--- config.mk ---
export PLATFORM = sky130hd
export DESIGN_NAME = proportional_pool_distributor
export DESIGN_NICKNAME = d
export VERILOG_FILES = /design/src/rtl/core/ppd_pkg.sv /design/src/rtl/core/ppd_ram.sv /design/src/rtl/core/ppd_divider.sv /design/src/rtl/core/proportional_pool_distributor.sv
export SDC_FILE = /design/constraint.sdc
export NUM_CORES = 2
export LEC_CHECK = 0
export ABC_AREA = 1
export ABC_CLOCK_PERIOD_IN_PS = 6700
export BUFFER_PORTS_ARGS = -buffer_cell sky130_fd_sc_hd__buf_2
export CORE_AREA = 2 2 388 390
export DETAILED_ROUTE_END_ITERATION = 8
export DIE_AREA = 0 0 390 392
export GPL_TIMING_DRIVEN = 0
export HOLD_SLACK_MARGIN = 0.06
export PLACE_DENSITY = 0.79
export SYNTH_ARGS = -nofsm -noshare
export SYNTH_HDL_FRONTEND = slang
export SYNTH_SLANG_ARGS = --single-unit
--- constraint.sdc ---
create_clock -name clock -period 6.7 [get_ports clock]
set_input_delay 1.34 -clock clock [delete_from_list [all_inputs] [get_ports clock]]
set_output_delay 1.34 -clock clock [all_outputs]
set_load 0.01 [all_outputs]
--- src/rtl/core/ppd_pkg.sv ---
// Shared widths, mode codes and defaults of the proportional pool distributor.
// Depends on nothing; imported by the distributor top level and its divider.
`timescale 1ns / 1ps

package ppd_pkg;

   localparam int WEIGHT_W        = 16;
   localparam int POOL_W          = 31;
   localparam int MODE_W          = 2;
   localparam int VALUE_W         = 32;
   localparam int ENTRY_W         = 6;
   localparam int MAX_ENTRIES_DEF = 64;

   // Widest dividend is a weight times the magnitude of the pool.
   localparam int DIVIDEND_W = WEIGHT_W + POOL_W;

   localparam logic [MODE_W-1:0] MODE_EVEN     = 2'd0;
   localparam logic [MODE_W-1:0] MODE_WEIGHTED = 2'd1;
   localparam logic [MODE_W-1:0] MODE_STRICT   = 2'd2;

endpackage

--- src/rtl/core/ppd_ram.sv ---
// Generic single-write, single-read RAM with a registered read port.
// Depends on nothing.
`timescale 1ns / 1ps

module ppd_ram #(
   parameter int WIDTH = 16,
   parameter int DEPTH = 64,
   localparam int AW   = (DEPTH > 1) ? $clog2(DEPTH) : 1
) (
   input  logic             clock,
   input  logic             wr_en,
   input  logic [AW-1:0]    wr_addr,
   input  logic [WIDTH-1:0] wr_data,
   input  logic [AW-1:0]    rd_addr,
   output logic [WIDTH-1:0] rd_data
);

   logic [WIDTH-1:0] mem [DEPTH];
   logic [WIDTH-1:0] rd_data_ff;

   always_ff @(posedge clock) begin
      if (wr_en) begin
         mem[wr_addr] <= wr_data;
      end
      rd_data_ff <= mem[rd_addr];
   end

   assign rd_data = rd_data_ff;

endmodule

--- src/rtl/core/ppd_divider.sv ---
// Restoring unsigned divider that retires one quotient bit per cycle.
// Depends on ppd_pkg for its default dividend width.
`timescale 1ns / 1ps

module ppd_divider
   import ppd_pkg::*;
#(
   parameter int DVD_W = DIVIDEND_W,
   parameter int DVS_W = 23
) (
   input  logic             clock,
   input  logic             reset,
   input  logic             start,
   input  logic [DVD_W-1:0] dividend,
   input  logic [DVS_W-1:0] divisor,
   output logic             done,
   output logic [DVD_W-1:0] quotient
);

   localparam int CW = $clog2(DVD_W + 1);

   logic             run_ff, run_in;
   logic             done_ff, done_in;
   logic [CW-1:0]    cnt_ff, cnt_in;
   logic [DVD_W-1:0] quo_ff, quo_in;
   logic [DVS_W-1:0] rem_ff, rem_in;
   logic [DVS_W-1:0] dvs_ff, dvs_in;
   logic [DVS_W:0]   shifted;
   logic [DVS_W:0]   diff;
   logic             ge;

   assign shifted = {rem_ff, quo_ff[DVD_W-1]};
   assign ge      = shifted >= {1'b0, dvs_ff};
   assign diff    = shifted - {1'b0, dvs_ff};

   always_comb begin
      run_in  = run_ff;
      done_in = 1'b0;
      cnt_in  = cnt_ff;
      quo_in  = quo_ff;
      rem_in  = rem_ff;
      dvs_in  = dvs_ff;
      if (start) begin
         run_in = 1'b1;
         cnt_in = CW'(DVD_W);
         quo_in = dividend;
         rem_in = '0;
         dvs_in = divisor;
      end else if (run_ff) begin
         quo_in = {quo_ff[DVD_W-2:0], ge};
         rem_in = ge ? diff[DVS_W-1:0] : shifted[DVS_W-1:0];
         cnt_in = cnt_ff - CW'(1);
         if (cnt_ff == CW'(1)) begin
            run_in  = 1'b0;
            done_in = 1'b1;
         end
      end
   end

   always_ff @(posedge clock) begin
      if (reset) begin
         run_ff  <= 1'b0;
         done_ff <= 1'b0;
         cnt_ff  <= '0;
      end else begin
         run_ff  <= run_in;
         done_ff <= done_in;
         cnt_ff  <= cnt_in;
      end
      quo_ff <= quo_in;
      rem_ff <= rem_in;
      dvs_ff <= dvs_in;
   end

   assign done     = done_ff;
   assign quotient = quo_ff;

endmodule

--- src/rtl/core/proportional_pool_distributor.sv ---
// Proportional pool distributor: loads weights, then splits a signed pool over them.
// A load item is taken and the block stays ready; the last item starts a walk.
// Each entry of the walk goes through read, setup, a divider step per quotient bit and emit,
// paced by the one-bit-per-cycle shared divider; an entry with no division emits from setup.
// Busy stays high for the whole walk; results are never stalled.
// Synchronous active-high reset clears the sequencer, counters and sums, but not the store.
`timescale 1ns / 1ps

module proportional_pool_distributor
   import ppd_pkg::*;
#(
   parameter int MAX_ENTRIES = MAX_ENTRIES_DEF
) (
   input  logic                      clock,
   input  logic                      reset,
   input  logic                      start,
   output logic                      busy,
   input  logic [WEIGHT_W-1:0]       req_weight,
   input  logic signed [POOL_W-1:0]  req_pool_amount,
   input  logic [MODE_W-1:0]         req_mode,
   input  logic                      req_is_last,
   output logic                      rsp_strobe,
   output logic signed [VALUE_W-1:0] rsp_new_value,
   output logic [ENTRY_W-1:0]        rsp_entry_index,
   output logic                      rsp_last_result
);

   // Index into the store, count of stored entries (which can equal the depth),
   // and the weight sum, which must hold MAX_ENTRIES full-scale weights.
   localparam int IDX_W = (MAX_ENTRIES > 1) ? $clog2(MAX_ENTRIES) : 1;
   localparam int CNT_W = $clog2(MAX_ENTRIES + 1);
   localparam int SUM_W = WEIGHT_W + CNT_W;

   typedef enum logic [1:0] {
      S_IDLE,
      S_READ,
      S_SETUP,
      S_DIVIDE
   } state_type;

   state_type                 state_ff, state_in;
   logic [CNT_W-1:0]          count_ff, count_in;
   logic [SUM_W-1:0]          total_ff, total_in;
   logic [SUM_W-1:0]          rem_sum_ff, rem_sum_in;
   logic signed [VALUE_W-1:0] pool_ff, pool_in;
   logic [IDX_W-1:0]          idx_ff, idx_in;
   logic                      even_ff, even_in;
   logic [WEIGHT_W-1:0]       wt_ff, wt_in;
   logic                      strobe_ff, strobe_in;
   logic signed [VALUE_W-1:0] value_ff, value_in;
   logic [ENTRY_W-1:0]        entry_ff, entry_in;
   logic                      lastr_ff, lastr_in;

   logic                      accept;
   logic                      store;
   logic [CNT_W-1:0]          next_count;
   logic [SUM_W-1:0]          next_total;
   logic [WEIGHT_W-1:0]       rd_weight;
   logic [VALUE_W-1:0]        pool_mag;
   logic                      last_entry;
   logic [ENTRY_W+IDX_W-1:0]  idx_ext;
   logic                      div_start;
   logic [DIVIDEND_W-1:0]     div_dividend;
   logic [SUM_W-1:0]          div_divisor;
   logic                      div_done;
   logic [DIVIDEND_W-1:0]     div_quotient;
   logic                      emit_go;
   logic                      emit_skip;
   logic [WEIGHT_W-1:0]       emit_wt;
   logic signed [VALUE_W-1:0] portion;

   // An item is taken only while the sequencer idles; a list longer than the
   // store simply drops the extra weights, the last one included.
   assign accept     = start && (state_ff == S_IDLE);
   assign store      = accept && (count_ff < CNT_W'(MAX_ENTRIES));
   assign next_count = store ? count_ff + CNT_W'(1) : count_ff;
   assign next_total = store ? total_ff + SUM_W'(req_weight) : total_ff;

   assign busy = (state_ff != S_IDLE);

   // The walk always covers the stored entries; the final one carries the flag.
   assign last_entry = (CNT_W'(idx_ff) + CNT_W'(1)) == count_ff;
   assign idx_ext    = {{ENTRY_W{1'b0}}, idx_ff};

   // The divider works on magnitudes; the quotient takes the pool's sign back,
   // which gives truncation toward zero. The remaining pool never exceeds the
   // initial magnitude, so its low POOL_W bits carry the whole magnitude.
   assign pool_mag = pool_ff[VALUE_W-1] ? VALUE_W'(-pool_ff) : VALUE_W'(pool_ff);

   ppd_ram #(
      .WIDTH (WEIGHT_W),
      .DEPTH (MAX_ENTRIES)
   ) u_store (
      .clock   (clock),
      .wr_en   (store),
      .wr_addr (count_ff[IDX_W-1:0]),
      .wr_data (req_weight),
      .rd_addr (idx_ff),
      .rd_data (rd_weight)
   );

   ppd_divider #(
      .DVD_W (DIVIDEND_W),
      .DVS_W (SUM_W)
   ) u_divider (
      .clock    (clock),
      .reset    (reset),
      .start    (div_start),
      .dividend (div_dividend),
      .divisor  (div_divisor),
      .done     (div_done),
      .quotient (div_quotient)
   );

   // Operands for the shared divider. Even mode divides the pool by the number
   // of entries still to go; weighted mode divides weight times pool by the
   // weight left in the sum. The product lands in the divider's input register.
   always_comb begin
      if (even_ff) begin
         div_dividend = DIVIDEND_W'(pool_mag[POOL_W-1:0]);
         div_divisor  = SUM_W'(count_ff - CNT_W'(idx_ff));
      end else begin
         div_dividend = DIVIDEND_W'(rd_weight * pool_mag[POOL_W-1:0]);
         div_divisor  = rem_sum_ff;
      end
   end

   // Sequencer. A result is emitted either when the divider reports done, or
   // straight from setup when a weighted walk has used up its weight sum; the
   // remaining entries then all have zero weight and pass through unchanged.
   always_comb begin
      state_in   = state_ff;
      count_in   = next_count;
      total_in   = next_total;
      rem_sum_in = rem_sum_ff;
      pool_in    = pool_ff;
      idx_in     = idx_ff;
      even_in    = even_ff;
      wt_in      = wt_ff;
      strobe_in  = 1'b0;
      value_in   = value_ff;
      entry_in   = entry_ff;
      lastr_in   = lastr_ff;
      div_start  = 1'b0;
      emit_go    = 1'b0;
      emit_skip  = 1'b0;
      emit_wt    = wt_ff;

      unique case (state_ff)
         S_IDLE: begin
            if (accept && req_is_last) begin
               // Mode 3 behaves like strict weighted mode.
               rem_sum_in = next_total;
               pool_in    = VALUE_W'(req_pool_amount);
               idx_in     = '0;
               even_in    = (req_mode == MODE_EVEN) ||
                            ((req_mode == MODE_WEIGHTED) && (next_total == '0));
               state_in   = S_READ;
            end
         end
         S_READ: begin
            state_in = S_SETUP;
         end
         S_SETUP: begin
            wt_in = rd_weight;
            if (even_ff || (rem_sum_ff != '0)) begin
               div_start = 1'b1;
               state_in  = S_DIVIDE;
            end else begin
               emit_go   = 1'b1;
               emit_skip = 1'b1;
               emit_wt   = rd_weight;
            end
         end
         S_DIVIDE: begin
            emit_go = div_done;
         end
         default: begin
            state_in = S_IDLE;
         end
      endcase

      if (emit_skip) begin
         portion = '0;
      end else if (pool_ff[VALUE_W-1]) begin
         portion = -$signed(div_quotient[VALUE_W-1:0]);
      end else begin
         portion = $signed(div_quotient[VALUE_W-1:0]);
      end

      if (emit_go) begin
         strobe_in = 1'b1;
         value_in  = $signed({{(VALUE_W-WEIGHT_W){1'b0}}, emit_wt}) + portion;
         entry_in  = idx_ext[ENTRY_W-1:0];
         lastr_in  = last_entry;
         pool_in   = pool_ff - portion;
         if (!even_ff && !emit_skip) begin
            rem_sum_in = rem_sum_ff - SUM_W'(emit_wt);
         end
         if (last_entry) begin
            count_in = '0;
            total_in = '0;
            idx_in   = '0;
            state_in = S_IDLE;
         end else begin
            idx_in   = idx_ff + IDX_W'(1);
            state_in = S_READ;
         end
      end
   end

   always_ff @(posedge clock) begin
      if (reset) begin
         state_ff   <= S_IDLE;
         count_ff   <= '0;
         total_ff   <= '0;
         rem_sum_ff <= '0;
         pool_ff    <= '0;
         idx_ff     <= '0;
         even_ff    <= 1'b0;
         strobe_ff  <= 1'b0;
      end else begin
         state_ff   <= state_in;
         count_ff   <= count_in;
         total_ff   <= total_in;
         rem_sum_ff <= rem_sum_in;
         pool_ff    <= pool_in;
         idx_ff     <= idx_in;
         even_ff    <= even_in;
         strobe_ff  <= strobe_in;
      end
      wt_ff    <= wt_in;
      value_ff <= value_in;
      entry_ff <= entry_in;
      lastr_ff <= lastr_in;
   end

   assign rsp_strobe      = strobe_ff;
   assign rsp_new_value   = value_ff;
   assign rsp_entry_index = entry_ff;
   assign rsp_last_result = lastr_ff;

endmodule

---- Yosys cells after proc, flatten, opt, wreduce, memory -nomap -nowiden ----
Memory sizes are Yosys's and may differ from the RTL's. A register that Yosys moved wholly into a read port is not among the register bits.
Cells that the tools add are included.
operators by class
  eq/ne operators ......................... 8
  reductions and logical operators ........ 23
  add/sub/neg operators ................... 12
  muxes and demuxes ....................... 46
  bitwise operators ....................... 1
  multipliers ............................. 1
  order comparisons ....................... 2
operators with widths
  operator                                                       number
  23-bit two-way mux                                             9
  32-bit two-way mux                                             5
  47-bit two-way mux                                             3
  16-bit by 31-bit multiplier with 47-bit output                 1
  6-bit two-way mux                                              6
  17-bit by 32-bit adder with 32-bit output                      1
  16-bit two-way mux                                             2
  32-bit negation                                                1
  32-bit subtractor                                              1
  31-bit two-way mux                                             1
  31-bit negation                                                1
  24-bit by 23-bit >= comparator with 1-bit output               1
  23-bit by 16-bit adder with 23-bit output                      1
  23-bit logical NOT                                             1
  23-bit nonzero test                                            1
  23-bit by 16-bit subtractor with 23-bit output                 1
  23-bit subtractor                                              1
  7-bit two-way mux                                              3
  1-bit two-way mux                                              12
  2-bit nonzero test                                             4
  7-bit by 6-bit subtractor with 8-bit output                    1
  6-bit by 1-bit adder with 7-bit output, second input constant  1
  7-bit by 1-bit adder with 7-bit output, second input constant  1
  7-bit == test                                                  1
  other kinds (21)                                               33
storage, ports and cells
  bits in registers ....................... 251
  memory bits (writable) .................. 1024
  input port bits ......................... 53
  memories kept ........................... 1
memories
  name         words  width  read ports  clocked after Yosys merged registers in  write ports  line           source
  u_store.mem  64     16     1           1                                        1            ppd_ram.sv:18  logic [WIDTH-1:0] mem [DEPTH];

---- Logic depth before layout (Yosys ltp) ----
  depth in word-level cells ............... 8
  depth in mapped cells ................... 40

---- Modules after synthesis ----
From an unflattened synthesis, not the netlist that was laid out.
unflattened totals
  cells, all modules ...................... 8545
  area total of the unflattened synthesis .. 77710.8 sq um
by module, submodules not included
  module                         cells each  area each (sq um)  seq. area each (sq um)  instances
  ppd_ram                        3517        42099.1            31069.8                 1
  proportional_pool_distributor  4228        29802.3            3553.4                  1
  ppd_divider                    800         5809.3             2722.6                  1

---- Worst setup path after synthesis ----
Ideal clock, no wire load.
  kind .................................... register -> register
  from .................................... register pool_ff[1]
  to ...................................... register u_divider.quo_ff[26] (netlist: u_divider.quotient[26]), data pin
  arrival time ............................ 6.564 ns
  path slack .............................. -0.140 ns
  data required time ...................... 6.424 ns
  stages on the path, launching flop included .. 32
  clock period less this slack ............ 6.840 ns
  setup time .............................. 0.276 ns
  buffers on the path ..................... 0
  cells stage by stage .................... dfxtp_1 > inv_1 > ha_1 > inv_1 > nor3_1 > inv_2 > nor4_1 > xor2_1 > nand2_1 > nand2_2 > clkinv_1 > nand2_1 > fa_1 > fa_1 > fa_1 > inv_1 > fa_1 > fa_1 > inv_1 > fa_1 > inv_1 > ha_1 > nand2_1 > nor2_1 > inv_1 > nor2_1 > inv_1 > nor4_1 > a21oi_1 > or2_2 > nand3_1 > o221ai_1
on the way
  cells in the longest elaborated chain, start to end .. 5
RTL lines
  what                                            line                                  source
  from (decl)                                     proportional_pool_distributor.sv:45   logic signed [VALUE_W-1:0] pool_ff, pool_in;
  from (signal assigned)                          proportional_pool_distributor.sv:227  pool_ff <= pool_in;
  31-bit negation                                 proportional_pool_distributor.sv:88   assign pool_mag = pool_ff[VALUE_W-1] ? VALUE_W'(-pool_ff) : VALUE_W'(pool_ff);
  31-bit two-way mux (*)                          proportional_pool_distributor.sv:88
  16-bit by 31-bit multiplier with 47-bit output  proportional_pool_distributor.sv:123  div_dividend = DIVIDEND_W'(rd_weight * pool_mag[POOL_W-1:0]);
  47-bit two-way mux (*)                          proportional_pool_distributor.sv:119  if (even_ff) begin
  47-bit two-way mux (*)                          ppd_divider.sv:43                     if (start) begin
  via u_divider.quo_in[26]                        ppd_divider.sv:25                     logic [DVD_W-1:0] quo_ff, quo_in;
  to (signal assigned)                            ppd_divider.sv:70                     quo_ff <= quo_in;
  to (decl)                                       ppd_divider.sv:25
The timed path passes the listed nets; every way through them passes the cells marked *.
A chain may end at the register's enable or synchronous reset.

---- Worst setup path in the final report ----
  from .................................... register pool_ff[1]
  to ...................................... register u_divider.quo_ff[43] (netlist: u_divider.quotient[43]), data pin
on the way
  cells in the longest elaborated chain, start to end .. 5
RTL lines
  what                                                line
  31-bit negation                                     proportional_pool_distributor.sv:88
  31-bit two-way mux (*)                              proportional_pool_distributor.sv:88
  16-bit by 31-bit multiplier with 47-bit output (*)  proportional_pool_distributor.sv:123
  47-bit two-way mux (*)                              proportional_pool_distributor.sv:119
  47-bit two-way mux (*)                              ppd_divider.sv:43
  via u_divider.quo_in[43]                            ppd_divider.sv:25
Marks and branches as above.

==> flow_summary.yaml <==
logic_synthesis:
  yosysSeqAreaShare_pct: 50.5
  yosysWarnings: 0
  synthesis.nets: 8072
  synth_seq_cells: 1291
  ys.flop_type: "edfxtp_1"
  yosysUniqueCellTypes: 67
  synth-edff-count: 1149
  synth_area_um2: 74000
  ys_async_sr_fraction_pct: 0
  synthCells: 7371
  syn_area_per_cell_um2: 10.0
cells_and_area:
  fin_nets: 8489
  multi_input_area_um2: 33900
  fillers: 12300
  final_util_pct: 57.6
  syn_to_final_growth_pct: 16.0
  drive_above_1_share_pct: 13.4
  final_common_cell: "nand2_1"
  regArea_um2: 37400
  mostFrequentLayoutCells: "1280 x nand2_1, 1149 x edfxtp_1, 857 x inv_1"
critical_path:
  crit_arrival_ps: 7720
  cp_max_fo: 6
  worstPathBufferInverterCount: 9
  critPathRequiredTime_ps: 7190
  crit_family: "adder cells"
  worstSetupStartpointType: "flip-flop"
  worst_path_max_delay_cell: "fa_1"
  cp_slowest_stage_delay_ps: 540
  crit_type: "reg2reg"
  worst_setup_path_end_kind: "flip-flop"
  path_common_cell: "fa_1"
place:
  io_buffers: 93
  post-place-ws_ps: -2320
  hpwl_mm: 197
  place.gp.congestion: 1.04
sta:
  worst_pin_slew_ps: 1560
  post-route-worst-setup-slack_ps: -534
  max_clock_freq_ghz: 0.138
  skew_ps: 103
  max-slew-margin-rel_pct: -3.69
  hold-worst-slack_ps: 429
  setup_viol: 33
  hold_violations: 0
  fin_crit_sh_pct: 108
  slew_viol_final: 132
  rsz0062_at_grt: "true"
  period_needed_ps: 7230
run:
  max-cap-violations: 2
grt:
  overflow: 0
  antenna_found_initial: 13
  grt_pass1_wl_mm: 390
  grt_pass1_vias: 59200
  grt_max_degree: 67
  gr-usage-all-layers_pct: 35.1
clock_tree:
  clock_latency_ps: 830
  numCtsBuffers: 119
  max-clock-path-buffers: 3
  hold_buffers: 0
  cts_tree: "yes"
  cts.clk_slew.worst_paths_ps: 70
  clock-sinks: 1291
  cts_root_buf: "clkbuf_16"
  htreeDepth: 3
run_status:
  violations: "DRC, capacitance limit, slew limit, setup timing"
  status: "complete, but fails checks"
route:
  viasPerCell: 6.28
  drt-pass1-iter-count: 9
  vias: 61800
  drt-initial-drc-count: 9235
  avgRoutedWirePerCell_um: 27.9
  ant_nets: 0
  wl_mm: 274
  drc: 2
die:
  start_util_pct: 49.7
  die_h_um: 392
  die-area_um2: 153000
  core_area_um2: 149000
  io_pins: 94
  rows: 142
  die_w_um: 390
hold_path:
  hold_class: "reg2reg"
==> flip-flops by register name, summed over array words and instances (netlist names), 2 cells and up <==
signal / count
count_ff: 7
idx_ff: 6
pool_ff: 32
rem_sum_ff: 23
rsp_entry_index: 6
rsp_new_value: 32
state_ff: 2
total_ff: 23
u_divider.cnt_ff: 6
u_divider.dvs_ff: 23
u_divider.quotient: 47
u_divider.rem_ff: 23
u_store.mem: 1024
u_store.rd_data: 16
wt_ff: 16
==> synth_stat cells, types with 3 or more instances <==
library cell / count / area (um2)
o31ai_1: 6 / 45.0
nor2_4: 10 / 113
nor2_2: 10 / 62.6
a31oi_1: 24 / 150
o21ai_0: 387 / 1940
o221ai_1: 284 / 2490
fa_1: 410 / 8210
dfxtp_1: 142 / 2840
nand2_1: 1347 / 5060
o211ai_1: 14 / 105
buf_1: 19 / 71.3
nand2_2: 20 / 125
nor2_1: 581 / 2180
nor3_1: 55 / 275
buf_6: 4 / 45.0
o21ai_1: 9 / 45.0
clkinv_1: 19 / 71.3
a21oi_1: 812 / 4060
ha_1: 238 / 2980
o21bai_1: 14 / 105
inv_1: 908 / 3410
nor3_2: 3 / 30.0
a211oi_1: 9 / 67.6
a21boi_0: 8 / 60.1
xor2_1: 71 / 622
or2_2: 20 / 125
clkbuf_1: 277 / 1040
and2_1: 4 / 25.0
o22ai_1: 5 / 31.3
inv_2: 15 / 56.3
nand3_1: 280 / 1400
nor4_1: 11 / 68.8
nand4_1: 46 / 288
a21o_1: 17 / 128
nand3b_1: 15 / 113
a221oi_1: 3 / 26.3
edfxtp_1: 1149 / 34500
buf_2: 38 / 190
nand3_2: 10 / 100
xnor2_1: 35 / 307
o21a_1: 8 / 60.1
==> final cells by class <==
| type | instances | share of cell area (%) |
|---|---|---|
| sequential | 1291 | 43.6 |
| multi-input combinational | 4798 | 39.5 |
| inverter | 943 | 4.25 |
| timing repair buffer | 301 | 3.71 |
| clock buffer | 145 | 3.62 |
| tap | 1944 | 2.83 |
| buffer | 334 | 1.73 |
| clock inverter | 72 | 0.817 |
| antenna | 8 | 0.0233 |
==> routing by layer <==
| layer | vias to the layer above | track usage (%) | wire [um] |
|---|---|---|---|
| li1 | 26100 | - | - |
| met1 | 29900 | 44.5 | 96900 |
| met2 | 4705 | 54.2 | 121000 |
| met3 | 991 | 10.2 | 37200 |
| met4 | 4 | 19.0 | 19200 |
| met5 | - | 0 | 30 |
==> kinds of logic after synthesis <==
logic type               count (synthesis)  share of synthesized area (%)
AO/OA/AOI/OAI                         1617                           12.8
buffers and inverters                 1282                           6.62
adder cells (fa/ha/maj)                648                           15.1
flip-flops                            1291                           50.5
AND/OR/NAND/NOR                       2425                           13.7
XOR/XNOR                               108                           1.31
==> through the flow <==
step / setup TNS, ps / cells / area (um2)
after floorplan: 0 / 7371 / 74000
after global placement: -68140 / 9408 / 76900
after detailed placement: -67740 / 9474 / 78500
after CTS: -11790 / 9771 / 84500
after global routing: -16900 / 9828 / 85800
final: -9980 / 9836 / 85800
==> what timing repair did <==
item,in CTS,in global routing
pin swaps,136,120
setup buffers,84,56
resized for setup,437,235
setup endpoints to repair,39,37
==> final timing paths <==
path / from / endpoint / slack [ps] / cells past startpoint
min reg2reg: u_store.rd_data[10] / wt_ff[10] / 430 / 0
max: pool_ff[1] / u_divider.quotient[43] / -530 / 35
max reg2reg: pool_ff[1] / u_divider.quotient[43] / -530 / 35
min: u_store.rd_data[10] / wt_ff[10] / 430 / 0
Power is left out: the tool's default activity adds up to more than one toggle a clock period on the data nets, which glitch-free logic cannot reach.
